<file path="config.mk">
export PLATFORM = sky130hd
export DESIGN_NAME = sachm_ram
export DESIGN_NICKNAME = d
export VERILOG_FILES = /design/src/rtl/sachm_ram.sv
export SDC_FILE = /design/constraint.sdc
export NUM_CORES = 1
export LEC_CHECK = 0
export ABC_AREA = 1
export BUFFER_PORTS_ARGS = -buffer_cell sky130_fd_sc_hd__buf_2
export CORE_MARGIN = 4
export CORE_UTILIZATION = 55
export CTS_BUF_LIST = sky130_fd_sc_hd__clkbuf_16
export CTS_CLUSTER_SIZE = 10
export DETAILED_ROUTE_END_ITERATION = 7
export HOLD_SLACK_MARGIN = 0.1
export PLACE_DENSITY = 0.75
export SETUP_SLACK_MARGIN = 0.5
export SYNTH_ARGS = -nofsm -noshare
export SYNTH_HDL_FRONTEND = slang
export SYNTH_SLANG_ARGS = --single-unit
</file>
<file path="constraint.sdc">
create_clock -name clk -period 1.4 [get_ports clk]
set_clock_uncertainty 0.15 [all_clocks]
set_input_delay 0.21 -clock clk [delete_from_list [all_inputs] [get_ports clk]]
set_output_delay 0.21 -clock clk [all_outputs]
set_load 0.05 [all_outputs]
</file>
<file path="src/rtl/sachm_ram.sv">
`timescale 1ns / 1ps
// ----------------------------------------------------------------------------
// Set-associative cache hit model - simple dual-port RAM
// One write port, one read port with registered read data and read enable.
// ----------------------------------------------------------------------------
module sachm_ram #(
  parameter int DATA_W = 8,
  parameter int ADDR_W = 4
) (
  input  logic              clk,
  input  logic              we,
  input  logic [ADDR_W-1:0] waddr,
  input  logic [DATA_W-1:0] wdata,
  input  logic              re,
  input  logic [ADDR_W-1:0] raddr,
  output logic [DATA_W-1:0] rdata
);

  logic [DATA_W-1:0] mem [2**ADDR_W];

  // Write port
  always_ff @(posedge clk) begin
    if (we) begin
      mem[waddr] <= wdata;
    end
  end

  // Registered read port, holds when not enabled
  always_ff @(posedge clk) begin
    if (re) begin
      rdata <= mem[raddr];
    end
  end

endmodule

</file>
==> flow_summary.ini <==
[run_status]
status = complete, but fails checks
violations = setup timing

[route]
firstDrtPassIters = 5
vias = 4045
dr.first_iter.drc_count = 347
routedWlPerCell_um = 18.6
drc = 0
viasPerCell = 5.40
ant_nets = 0
wirelength_um = 13900

[final_layout]
diodes = 0
area_growth_syn_to_layout_pct = 27.4
seq_area_mm2 = 0.00408
drive_gt1_frac = 0.290
multiInputGateArea_mm2 = 0.00167
fillers = 679
finalNonFillerCells = 749
nets = 619

[power_and_ir_drop]
leakage_nw = 3.16
power_frac_comb = 0.084
power_density_mw_per_mm2 = 1310
p_sw_frac = 0.220
finalPower_mw = 9.72
clkPwrFrac = 0.440
power_frac_seq = 0.476
p_int_mw = 7.59
ir_drop_mv = 0.866
switching_power_mw = 2.13

[setup_path]
max_stage_delay_ns = 0.44
crit_chain = buf_6
cp-startpoint = rdata[4]
cp.arrival_ns = 1.04
endpoint_kind = output pin
ff2ff_path_depth = 6
worstSetupPathType = reg -> out
crit_required_ns = 1.04
r2r_start = mem[1][2]
crit_family = flip-flops
critPathLaunchType = flip-flop
crit_cells = 1
r2r_setup_slack_ns = 0.10
cpMaxStageDelayCell = edfxtp_1
worst-path-buf-inv = 1
cp_max_fo = 1

[sta]
tightest_slew_ns = 0.536
setup_ws_ns = -0.00460
maxSlewViolCount = 0
rsz0062_at_grt = yes
slew_headroom = 0.642
setup_violations = 1
period_needed_ns = 1.40
final_hold_viol_count = 0
fin_crit_sh = 1.00
max_freq_mhz = 712

[synth]
synth_fp_nets = 570
async_flop_share = 0
seq_area_frac_synth = 0.698
synth_top_flop_cell = edfxtp_1
synth_top_cell_area_share = 0.698
yosysTopAreaCell = edfxtp_1
synth_edf_count = 136
ys_ff_latch = 136
yosys-top-cells-area = edfxtp_1 70%, nand2_1 11%, nand3_1 8.3%
synthMostInstantiatedCell = nand2_1
syn_area_per_cell_um2 = 10.6
syn-cell-area_mm2 = 0.00585
yosys-top-cells-count = 173 x nand2_1, 136 x edfxtp_1, 100 x inv_1, 97 x nand3_1, 17 x nor2_1
synth_cell_types = 11
yosys_warnings = 0
syn_inst = 551

[hold_path]
hp-class = in -> reg
whs_path_depth = 1
hold_start = re

[clock_tree]
clk_latency_ns = 0.41
cts_sinks = 136
htreeDepth = 4
clockRootBuffer = clkbuf_16
clk_pin_slew_ns = 0.05
clockBufferDepth = 2
cts_buffers = 17
cts_tree = done

[floorplan]
fp.dieW_um = 111
coreArea_mm2 = 0.0103
dieArea_mm2 = 0.0123
die_height_um = 111
start_util = 0.566
pin_count = 27
placementRows = 37

[placement]
place_hpwl_um = 8120
dp.cells = 709
place_congestion = 0.895
io_buffers = 26

[grt]
grt_use_total = 0.228
antenna_found_initial = 0
grt_overflow = 0
grt_pass1_wl_um = 21400
grt_max_degree = 45
first_global_vias = 4112

[flow_run]
drv_cap = 0
[worst register-to-register path: stages, from the launching register on]
cell,delay (ns)
edfxtp_1,0.36
inv_1,0.07
nand2_1,0.06
nand3_1,0.13
nand3_2,0.12
nand3_2,0.11
nand2_2,0.05
[timing repair]
action | in CTS | in global routing
pin swaps | 39 | 35
endpoints found under the hold margin | 136 | 111
resized for setup | 64 | 31
gates cloned | 0 | 0
buffers inserted | 4 | 4
endpoints found under the setup margin | 144 | 122
[metrics by stage]
stage          hold WS, ns   util  instance area (um2)   TNS, ns  setup slack [ns]
6_report            0.0110  0.721                 7450  -0.00460          -0.00460
5_1_grt            0.00707  0.721                 7450   -0.0551           -0.0297
3_3_place_gp         0.423  0.617                 6370     -1.43            -0.130
4_1_cts          -0.000827  0.703                 7260         0           0.00374
2_1_floorplan        0.159      -                 6110         0             0.166
3_5_place_dp         0.428  0.617                 6370     -2.43            -0.154
[power groups by stage]
stage	combinational, mW	sequential, mW	clock [mW]
after floorplan	0.387	4.76	0
after global placement	0.664	4.70	0
after detailed placement	0.676	4.70	0
after CTS	0.763	4.62	4.29
after global routing	0.876	4.63	4.50
final	0.815	4.63	4.28
[per-layer routing]
metal  track usage  routed length [um]  vias up
li1              -                   -     1885
met1         0.294                5400     1943
met2         0.371                7080      191
met3        0.0590                1200       26
met4        0.0965                 270        0
met5             0                   0        -
[registers in the layout, indices dropped and copies added (netlist names)]
signal and flops:
rdata 8, mem 128
[area by class of cell]
cell class                 count  area share
timing repair buffer          54      0.0753
clock buffer                  17      0.0571
tap                          136      0.0228
multi-input combinational    289       0.224
clock inverter                15      0.0192
inverter                     102      0.0531
sequential                   136       0.548
[path summary, 6_finish.rpt]
path / end
worst max-delay path: rdata[4]
worst min-delay path: rdata[1]
worst max register to register: rdata[2]
worst min register to register: rdata[3]
[logic make-up (layout without fill, tap and decap cells)]
| logic type | Yosys count | in the layout | share of synthesized area |
|---|---|---|---|
| buffers and inverters | 126 | 188 | 0.0939 |
| AND/OR/NAND/NOR | 289 | 289 | 0.208 |
| flip-flops | 136 | 136 | 0.698 |
[layout by cell type, fill, tap and decap left out, types with 9 or more instances in the layout]
cell type | synthesis | layout
nand2_1 | 173 | 148
edfxtp_1 | 136 | 136
nand3_1 | 97 | 46
buf_12 | 0 | 9
inv_1 | 100 | 97
nand3_2 | 0 | 49
buf_4 | 4 | 9
nor2_4 | 0 | 11
buf_2 | 13 | 16
buf_6 | 6 | 18
clkbuf_16 | 0 | 17
nand2_2 | 0 | 20
No activity file was read; power rests on OpenSTA's default activity.
