--- src/rtl/sachm_pkg.sv ---
`timescale 1ns / 1ps
// ----------------------------------------------------------------------------
// Set-associative cache hit model - shared package
// Address width, configuration register indexes and the control word that
// the sequencer hands to the replacement policy unit.
// ----------------------------------------------------------------------------
package sachm_pkg;

  localparam int ADDR_W     = 64;
  localparam int CFG_IDX_W  = 1;
  localparam int CFG_DATA_W = 1;

  // Configuration register indexes
  localparam logic [CFG_IDX_W-1:0] CFG_USE_TREE_PLRU  = 1'b0;
  localparam logic [CFG_IDX_W-1:0] CFG_WRITE_ALLOCATE = 1'b1;

  // Control word for one set update
  typedef struct packed {
    logic tree_mode;  // tree pseudo-LRU instead of recency list
    logic hit;        // lookup hit: refresh recency of the hit way
    logic alloc;      // miss that allocates a way
  } sachm_upd_t;

endpackage

--- src/rtl/sachm_policy.sv ---
`timescale 1ns / 1ps
// ----------------------------------------------------------------------------
// Set-associative cache hit model - replacement policy unit
// Computes the new per-set state row (valid bits, fill count, recency list,
// tree bits) and the victim way for one hit or allocating miss.
// ----------------------------------------------------------------------------
module sachm_policy #(
  parameter  int WAYS   = 4,
  localparam int WAY_W  = (WAYS > 1) ? $clog2(WAYS) : 1,
  localparam int CNT_W  = $clog2(WAYS + 1),
  localparam int TREE_N = (WAYS > 1) ? WAYS - 1 : 1,
  localparam int ROW_W  = WAYS + CNT_W + WAYS * WAY_W + TREE_N
) (
  input  sachm_pkg::sachm_upd_t ctl,
  input  logic [ROW_W-1:0]      row_in,
  input  logic [WAY_W-1:0]      hit_way,
  input  logic [WAY_W-1:0]      hit_rank,
  output logic [ROW_W-1:0]      row_out,
  output logic [WAY_W-1:0]      victim
);
  import sachm_pkg::*;

  localparam int LEVELS = $clog2(WAYS + 1) - 1;
  localparam int NODE_W = (TREE_N > 1) ? $clog2(TREE_N) : 1;
  localparam int F_LO   = WAYS;
  localparam int L_LO   = WAYS + CNT_W;
  localparam int T_LO   = L_LO + WAYS * WAY_W;

  logic [WAYS-1:0]   valid, valid_n;
  logic [CNT_W-1:0]  fill, fill_n;
  logic [WAY_W-1:0]  lru [WAYS];
  logic [WAY_W-1:0]  lru_n [WAYS];
  logic [TREE_N-1:0] tree, tree_n;
  logic              full;

  // Unpack the row
  assign valid = row_in[WAYS-1:0];
  assign fill  = row_in[L_LO-1:F_LO];
  assign tree  = row_in[ROW_W-1:T_LO];
  assign full  = (fill >= CNT_W'(WAYS));

  for (genvar i = 0; i < WAYS; i++) begin : g_unpack
    assign lru[i] = row_in[L_LO + i*WAY_W +: WAY_W];
    assign row_out[L_LO + i*WAY_W +: WAY_W] = lru_n[i];
  end

  assign row_out[WAYS-1:0]      = valid_n;
  assign row_out[L_LO-1:F_LO]   = fill_n;
  assign row_out[ROW_W-1:T_LO]  = tree_n;

  // Tree walk or recency shift, then mark the allocated way
  always_comb begin
    logic [NODE_W:0]  node;
    logic [WAY_W-1:0] use_way;
    logic [WAY_W-1:0] lim;
    logic             do_shift;
    logic             b;
    valid_n  = valid;
    fill_n   = fill;
    tree_n   = tree;
    for (int i = 0; i < WAYS; i++) begin
      lru_n[i] = lru[i];
    end
    node     = '0;
    use_way  = '0;
    lim      = '0;
    do_shift = 1'b0;
    b        = 1'b0;

    if (ctl.hit) begin
      use_way = hit_way;
      lim     = hit_rank;
      if (ctl.tree_mode) begin
        // Point every node on the path away from the used way
        for (int j = LEVELS - 1; j >= 0; j--) begin
          b = hit_way[j];
          tree_n[node[NODE_W-1:0]] = ~b;
          node = (node << 1) + (NODE_W+1)'(1) + (NODE_W+1)'(b);
        end
      end else begin
        do_shift = 1'b1;
      end
    end else if (ctl.alloc) begin
      if (ctl.tree_mode) begin
        // Follow and flip each node down to the victim leaf
        for (int j = 0; j < LEVELS; j++) begin
          b = tree[node[NODE_W-1:0]];
          tree_n[node[NODE_W-1:0]] = ~b;
          use_way = (use_way << 1) | WAY_W'(b);
          node = (node << 1) + (NODE_W+1)'(1) + (NODE_W+1)'(b);
        end
      end else begin
        // Fill empty ways first, then evict the least recent
        use_way  = full ? lru[WAYS-1] : WAY_W'(fill);
        lim      = full ? WAY_W'(WAYS - 1) : WAY_W'(fill);
        do_shift = 1'b1;
      end
      valid_n[use_way] = 1'b1;
      if (!full) begin
        fill_n = fill + CNT_W'(1);
      end
    end

    // Move ranks above the used way down by one, put the way in front
    if (do_shift) begin
      for (int i = 1; i < WAYS; i++) begin
        if (WAY_W'(i) <= lim) begin
          lru_n[i] = lru[i-1];
        end
      end
      lru_n[0] = use_way;
    end
    victim = use_way;
  end

endmodule

--- config.mk ---
export PLATFORM = sky130hd
export DESIGN_NAME = sachm_policy
export DESIGN_NICKNAME = d
export VERILOG_FILES = /design/src/rtl/sachm_pkg.sv /design/src/rtl/sachm_policy.sv
export SDC_FILE = /design/constraint.sdc
export NUM_CORES = 1
export LEC_CHECK = 0
export BUFFER_PORTS_ARGS = -buffer_cell sky130_fd_sc_hd__buf_2
export CAP_MARGIN = 20
export CORE_MARGIN = 8
export CORE_UTILIZATION = 37
export DETAILED_ROUTE_END_ITERATION = 10
export PLACE_DENSITY = 0.83
export SLEW_MARGIN = 20
export SYNTH_ARGS = -nofsm -noshare
export SYNTH_HDL_FRONTEND = slang
export SYNTH_SLANG_ARGS = --single-unit
--- constraint.sdc ---
create_clock -name vclk -period 1.4
set_input_delay 0.14 -clock vclk [all_inputs]
set_output_delay 0.14 -clock vclk [all_outputs]
set_load 0.005 [all_outputs]
==> results.md, run 1 <==
- The run finished, with violations left.
- The checks that failed: negative setup slack.
- The number of endpoints with negative hold slack in the final report is 0.
- The post-DP HPWL is between 1500 and 2000 um.
- The cell count after synthesis is 79.
- Prior to clock tree synthesis, the placed netlist has a worst setup slack of -0.291 ns.
- The area enclosed by the die boundary is approximately 0.0029 mm2.
- The starting density of the core is about two fifths.
- Entering global routing, the biggest net connects 20 pins.
- For this design the static power due to leakage is between 0.0004 and 0.0005 uW.
- The final layout contains 166 nets.
- After filler insertion, the fill cell instance count of the layout stands at roughly 100.
- The number of distinct library cells after synthesis is 28.
- The net switching power is ~150 uW.
- The number of global-route vias before repair is a little over 800.
- The worst IR drop on VDD is 199 uV.
- Across the whole layout, storage elements account for 0 um2.
- The area share of the leading cell type in the synthesized netlist is between 10% and 20%.
- After synthesis, the cell types taking the most area are sky130_fd_sc_hd__mux2_2, sky130_fd_sc_hd__a21oi_1, sky130_fd_sc_hd__o21bai_1, sky130_fd_sc_hd__ha_1, sky130_fd_sc_hd__nand2_1.
- Derived from the worst setup path, the maximum achievable clock frequency is between 600 and 700 MHz.
- The total DRC errors in the routed layout is 0.
- In this run the worst setup path begins at row_in[4].
- Data arrives at the worst endpoint at around 1.5 ns.
- The vias per cell is approximately 5.4.
- The sequential share of the synthesized area is 0%.
- At the end of routability-driven placement, the weighted congestion stood at about 0.76.
- The number of warning messages in the yosys log is 0.
- The origin of the worst min-delay path is row_in[1].
- The total routing resource utilization after global routing is between 10% and 20%.
- The core region area is ~0.0013 mm2.
- The dominant combinational cell family by area after synthesis is compound AO/OA/AOI/OAI gates.
- The fraction of the cycle the final worst path needs is 116%.
- Once placement finished, the instance area stood at between 800 and 900 um2.
- Along the worst path, the maximum fanout reaches 2.
- The internal portion of the total power is 172 uW.
- The share of power burned in combinational logic is between 90% and 100%.
- In the finished layout, the clock tree contains a buffer count of 0.
- The clock network accounts for 0% of the total power.
- Port buffering added 45 buffers.
- Of the total synthesized cell area, the portion taken by full adders, half adders and majority gates is roughly 7%.
- The clock period minus final worst setup slack is 1.62 ns.
- Setup violations remaining at the end of the flow were counted as 5.
- The final routed wire length divided by cell count is around 16 um.
- The part of the total power dissipated in sequential elements is 0%.
- Global routing finished with a remaining overflow of 0.
- The setup slack after layout is -0.221 ns.
- Once detail routing completed, the nets flagged for antenna violations numbered 0.
- Max-cap violations in this run came to 0.
- For this block, the routed nets add up to approximately 2400 um of wire.
- The library cell with the largest summed area after synthesis is sky130_fd_sc_hd__mux2_2.
- At the pin with the least slew margin, the transition time is between 0.2 and 0.3 ns.
- The row count is 13.
- The first global-routing pass estimated 3920 um of wire.
- The horizontal die dimension is about 54 um.
- The number of flip-flops and latches is 0.
- By startpoint and endpoint, the worst setup path is classified as in2out.
- The antenna diode count is 0.
- The area of the mapped netlist is 529 um2.
- The highest-delay cell along the critical path is sky130_fd_sc_hd__mux2_1.
- Summed over all failing endpoints, the final setup total negative slack is -0.752 ns.
- The area growth from synthesis to final layout is 82.5%.
- The number of pins exceeding their max-slew limit in the final report is 0.
- The initial antenna violation count is 0.
- After synthesis, the share of cell area in mux cells is 18.9%.
- The number of cells on the worst hold path is 3.
- Once layout is done, the placed cells without fillers occupy 966 um2.
- The stage delay of the slowest cell on the critical path is between 0.3 and 0.4 ns.
- Of the cells placed in the final design, the portion with a size suffix greater than 1 is approximately three fifths.
- The synthesized netlist devotes roughly two fifths of its cell area to compound gates.
- Summing the areas of all xor and xnor instances in the mapped netlist gives under 10% of the synthesized area.
- Traced cell by cell, the critical path runs through buf_8 > inv_6 > ha_4 > nor4b_4 > a21oi_2 > a211oi_2 > mux2_1 > buf_2.
- The worst setup path is captured at an output port.
- The class of the tightest hold or removal check is in2out.
- Setup repair after global routing could not meet its margin everywhere.
- The routed layout has 822 vias.
- The number of top-level design ports is 45.
- The worst endpoint required time is roughly 1.3 ns.
- The kind of launch point of the worst setup path is an input pin.
- The vertical extent of the die is 53.8 um.
- The net switching share of the total power is between 40% and 50%.
- Dividing total power by cell area gives a power density of about 330 mW/mm2.
- The detailed router finished its first iteration with 19 violations.
- The area fraction in and, or, nand and nor cells after synthesis is 24.6%.
- Hold repair after CTS inserted 0 buffers.
- The net count after synthesis is between 100 and 150.
- The number of search-and-repair iterations in the first detailed-routing pass is 4.
- The mean instance size in the synthesized netlist is between 6 and 7 um2.
- The worst pin sits at a relative slew slack of 80.3%.
synth_stat cells:
| cell | count |
|---|---|
| sky130_fd_sc_hd__o211ai_2 | 1 |
| sky130_fd_sc_hd__o31ai_1 | 1 |
| sky130_fd_sc_hd__a31o_2 | 1 |
| sky130_fd_sc_hd__o21ai_2 | 1 |
| sky130_fd_sc_hd__mux2i_1 | 1 |
| sky130_fd_sc_hd__o21ai_0 | 6 |
| sky130_fd_sc_hd__o21bai_1 | 6 |
| sky130_fd_sc_hd__nor2_1 | 6 |
| sky130_fd_sc_hd__buf_2 | 3 |
| sky130_fd_sc_hd__nand3_1 | 3 |
| sky130_fd_sc_hd__nor4b_2 | 1 |
| sky130_fd_sc_hd__a22o_1 | 1 |
| sky130_fd_sc_hd__xnor2_1 | 1 |
| sky130_fd_sc_hd__nand2b_1 | 4 |
| sky130_fd_sc_hd__mux2_2 | 6 |
| sky130_fd_sc_hd__ha_1 | 3 |
| sky130_fd_sc_hd__o21a_1 | 1 |
| sky130_fd_sc_hd__a21oi_1 | 9 |
| sky130_fd_sc_hd__a211oi_1 | 2 |
| sky130_fd_sc_hd__a211oi_2 | 1 |
| sky130_fd_sc_hd__nor2b_1 | 1 |
| sky130_fd_sc_hd__nand2_1 | 9 |
| sky130_fd_sc_hd__nand3b_1 | 1 |
| sky130_fd_sc_hd__inv_1 | 4 |
| sky130_fd_sc_hd__mux2_1 | 2 |
| sky130_fd_sc_hd__nor3_1 | 1 |
| sky130_fd_sc_hd__o22ai_1 | 1 |
| sky130_fd_sc_hd__buf_4 | 2 |
kinds of logic (layout without fill, tap and decap cells):
kind of cell / count (synthesis) / count (layout)
AOI/OAI and AO/OA: 31 / 31
adders and majority gates: 3 / 3
xor gates and xnor gates: 1 / 1
and+or+nand+nor: 26 / 26
buffers and inverters: 9 / 66
muxes: 9 / 9
what timing repair did:
action                     4_1_cts  5_1_grt
hold endpoints to repair         0        0
buffers inserted                 5        1
setup endpoints to repair        5        8
pin swaps                        5        4
gates resized for setup         19        5
power groups by stage:
stage | clock network, uW | registers (uW) | logic (uW)
5_1_grt | 0 | 0 | 351
4_1_cts | 0 | 0 | 307
3_5_place_dp | 0 | 0 | 268
3_3_place_gp | 0 | 0 | 260
2_1_floorplan | 0 | 0 | 131
6_report | 0 | 0 | 323
cell type report:
type | count | area, um2 | share of cell area [%]
inverters | 4 | 22.5 | 2.33
repair buffers | 62 | 382 | 39.5
well taps | 15 | 18.8 | 1.94
multi-input cells | 70 | 543 | 56.2
metrics by stage:
| step | hold WS [ns] | util [%] | power, uW | instances |
|---|---|---|---|---|
| 6_report | 0.541 | 73.3 | 323 | 151 |
| 5_1_grt | 0.556 | 73.3 | 351 | 151 |
| 4_1_cts | 0.543 | 71.9 | 307 | 150 |
| 3_5_place_dp | 0.543 | 63.8 | 268 | 147 |
| 3_3_place_gp | 0.543 | 63.8 | 260 | 147 |
| 2_1_floorplan | 0.374 | - | 131 | 79 |
routing by layer:
metal | global-route usage [%] | vias up | part of all wire, %
met5 | 0 | - | 0
met4 | 1.26 | 0 | 1.0
met3 | 1.38 | 4 | 4.4
met2 | 34.6 | 27 | 56
met1 | 19.4 | 388 | 38
li1 | - | 403 | -
layout by cell type, fill, tap and decap left out:
cell type and count:
sky130_fd_sc_hd__buf_2 41, sky130_fd_sc_hd__buf_4 17, sky130_fd_sc_hd__nand2_1 9, sky130_fd_sc_hd__a21oi_1 7, sky130_fd_sc_hd__nor2_1 6, sky130_fd_sc_hd__o21bai_1 5, sky130_fd_sc_hd__o21ai_0 5, sky130_fd_sc_hd__mux2_2 4
sky130_fd_sc_hd__nand2b_1 4, sky130_fd_sc_hd__mux2_4 3, sky130_fd_sc_hd__nand3_1 3, sky130_fd_sc_hd__a21oi_2 2, sky130_fd_sc_hd__inv_1 2, sky130_fd_sc_hd__a211oi_1 2, sky130_fd_sc_hd__ha_1 2, sky130_fd_sc_hd__buf_8 2
sky130_fd_sc_hd__inv_6 1, sky130_fd_sc_hd__nor2b_2 1, sky130_fd_sc_hd__o21ai_2 1, sky130_fd_sc_hd__nor4b_4 1, sky130_fd_sc_hd__a211oi_2 1, sky130_fd_sc_hd__mux2_1 1, sky130_fd_sc_hd__o21ai_1 1, sky130_fd_sc_hd__mux2i_1 1
sky130_fd_sc_hd__o21a_1 1, sky130_fd_sc_hd__o211ai_2 1, sky130_fd_sc_hd__nand3b_1 1, sky130_fd_sc_hd__xnor2_1 1, sky130_fd_sc_hd__a22o_1 1, sky130_fd_sc_hd__o22ai_1 1, sky130_fd_sc_hd__o31ai_1 1, sky130_fd_sc_hd__inv_4 1
sky130_fd_sc_hd__a31o_2 1, sky130_fd_sc_hd__nor3_2 1, sky130_fd_sc_hd__o21bai_4 1, sky130_fd_sc_hd__ha_4 1, sky130_fd_sc_hd__clkbuf_4 1, sky130_fd_sc_hd__buf_6 1
worst max-delay path, delay by kind of cell:
| family | cells | cell delay [ns] |
|---|---|---|
| compound gates | 2 | 0.32 |
| fa+ha+maj | 1 | 0.15 |
| buf+inv | 3 | 0.24 |
| mux | 1 | 0.35 |
| simple gates | 1 | 0.27 |
final timing paths:
| path | end | slack [ns] |
|---|---|---|
| max | row_out[13] | -0.22 |
| min | row_out[1] | 0.54 |
(Power assumes the default switching activity.)
==> inputs of run 2 (changes only) <==
--- a/config.mk
+++ b/config.mk
@@ -7,7 +7,6 @@
 export LEC_CHECK = 0
 export BUFFER_PORTS_ARGS = -buffer_cell sky130_fd_sc_hd__buf_2
 export CAP_MARGIN = 20
-export CORE_MARGIN = 8
 export CORE_UTILIZATION = 37
 export DETAILED_ROUTE_END_ITERATION = 10
 export PLACE_DENSITY = 0.83
==> run 2 against run 1 <==
Core utilization decreased by 1.1 points. The run still ends with negative setup slack left. Via count decreased by 0.12%. Highest routed layer unchanged. Fmax increased by 4.9%. Power decreased by 4.1%. Critical path depth unchanged. Cell area decreased by 1.6%. Global-route usage increased by 9.6 points. Wire length decreased by 17%.
==> results.md, run 2 (same netlist as run 1, synthesis figures left out) <==
- The design has 0 sequential cells.
- Of all nets on the critical path, the largest fanout is 2.
- The number of design-rule violations left by the first detailed-router iteration is 16.
- The final total power is a little over 300 uW.
- The worst IR drop on VDD is roughly 210 uV.
- At the end of the flow, the number of nets in the layout was between 150 and 200.
- The die is around 40 um wide.
- The routed via count is 821.
- The initial antenna violation count is 0.
- In the layout the commonest cells are sky130_fd_sc_hd__buf_2, sky130_fd_sc_hd__buf_4, sky130_fd_sc_hd__nand2_1, sky130_fd_sc_hd__nor2_1, sky130_fd_sc_hd__a21oi_1.
- Using the TritonRoute via totals, the vias-per-cell ratio works out to about 5.5.
- The clock buffer instance count of the final layout is 0.
- The number of maximum-capacitance constraint violations is 0.
- The class of the tightest hold or removal check is in2out.
- The end of the critical path is row_out[14].
- Hold timing on the final database bottoms out at a slack of between 0.5 and 0.6 ns.
- The worst endpoint data arrival time is roughly 1.4 ns.
- The count of nets left with antenna violations after detail routing is 0.
- The number of search-and-repair iterations in the first detailed-routing pass is 6.
- The final routed wire length divided by cell count is around 13 um.
- STA classifies the critical path endpoint as an output port.
- The critical path goes through buf_8 > inv_6 > ha_4 > nor4b_4 > a21oi_2 > a211oi_2 > mux2_1 > buf_2.
- The pin count of the biggest net entering global routing is 20.
- The count of hold buffers inserted by post-cts repair is 0.
- The worst setup path is of the in2out kind.
- The area growth from synthesis to final layout is 79.7%.
- After floorplanning, the core was sized to cover 0.00132 mm2.
- The sequential cells in the finished layout cover a total of 0 um2.
- The final wirelength is 2010 um.
- The starting density of the core is between 40% and 50%.
- The area enclosed by the die boundary is about 0.0016 mm2.
- The number of global-route vias before repair is around 640.
- The stage delay of the slowest cell on the critical path is 0.34 ns.
- The library cell used most frequently in the layout, excluding fill and tap cells, is sky130_fd_sc_hd__buf_2.
- The number of top-level design ports is 45.
- Counting the fill cells in the layout gives ~110.
- The highest-delay cell along the critical path is sky130_fd_sc_hd__mux2_1.
- The clock period minus final worst setup slack is between 1.5 and 2 ns.
- In this run the tightest slew margin relative to its limit is ~83%.
- The run finished, with violations left.
- The total negative slack for setup checks is -0.511 ns.
- Detailed placement ended at an HPWL of approximately 1400 um.
- Static timing analysis puts the maximum clock frequency at 647 MHz.
- The total routing resource utilization after global routing is a little over a quarter.
- The routability-driven placement congestion ratio is approximately 0.81.
- The row count is 13.
- The worst endpoint required time is around 1.3 ns.
- STA classifies the critical path startpoint as an input pin.
- Of the cells placed in the final design, the portion with a size suffix greater than 1 is around three fifths.
- Setup repair after global routing could not meet its margin everywhere.
- The antenna diode count is 0.
- The number of endpoints with negative hold slack in the final report came to 0.
- The total DRC errors in the routed layout is 0.
- After layout, the worst path uses 110% of the clock period.
- Power spread over the standard cell area amounts to approximately 330 mW/mm2.
- The total overflow left after global routing is 0.
- The port buffer count is 45.
- The first global-routing pass estimated a little under 3000 um of wire.
- The vertical extent of the die is around 40 um.
- Across all setup checks in the final design, the least slack found is -0.146 ns.
- The final reports fail on negative setup slack.
- The leakage power is between 0.0004 and 0.0005 uW.
- The transition time at the pin with the least slew margin is about 0.26 ns.
- The number of pins exceeding their max-slew limit in the final report is 0.
- Tracing the worst setup path back leads to its startpoint at row_in[6].
- The number of failing setup endpoints in the final timing report is 5.
==> run 2: cell count changes in the layout (fill, tap and decap cells not counted), sizes merged <==
cell | previous run | this run
buf | 61 | 59
==> run 2: how the worst min path moves through the flow <==
stage	startpoint	to	slack [ns]	cells after the start
2_1_floorplan	row_in[0]	row_out[0]	0.37	1
3_3_place_gp	row_in[3]	row_out[3]	0.54	3
3_5_place_dp	row_in[3]	row_out[3]	0.54	3
4_1_cts	row_in[3]	row_out[3]	0.54	3
5_1_grt	row_in[0]	row_out[0]	0.55	3
6_report	row_in[1]	row_out[1]	0.54	3
==> run 2: area by class of cell <==
| type | instances | area (um2) | share of cell area (%) |
|---|---|---|---|
| Multi-Input combinational cell | 70 | 543 | 57.1 |
| Timing Repair Buffer | 60 | 367 | 38.6 |
| Inverter | 4 | 22.5 | 2.37 |
| Tap cell | 15 | 18.8 | 1.97 |
==> run 2: critical path: cells and delay by family <==
family / cells / cell delay [ns]
AND/OR/NAND/NOR: 1 / 0.26
AO/OA/AOI/OAI: 2 / 0.27
buffers and inverters: 3 / 0.24
multiplexers: 1 / 0.34
adder cells (fa/ha/maj): 1 / 0.15
==> run 2: layer usage <==
metal  global-route usage, %  part of all wire, %  vias to the layer above
met5                       0                    0                        -
met1                    32.6                   40                      385
li1                        -                    -                      396
met4                    6.03                  2.2                        0
met3                    1.14                  4.7                        4
met2                    50.0                   53                       36
==> run 2: repair_timing <==
action / CTS / global route
setup endpoints to repair: 6 / 9
resized for setup: 19 / 5
pin swaps: 5 / 5
setup buffers: 3 / 2
==> run 2: power by group <==
part | total [uW] | internal [uW] | switching (uW)
Sequential | 0 | 0 | 0
Combinational | 309 | 166 | 143
Clock | 0 | 0 | 0
==> run 2: per-stage QoR <==
step / cell area [um2] / cells / util, % / setup slack (ns)
2_1_floorplan: 529 / 79 / - / 0.0339
3_3_place_gp: 833 / 146 / 63.2 / -0.202
3_5_place_dp: 833 / 146 / 63.2 / -0.253
4_1_cts: 932 / 148 / 70.8 / -0.191
5_1_grt: 951 / 149 / 72.2 / -0.246
6_report: 951 / 149 / 72.2 / -0.146
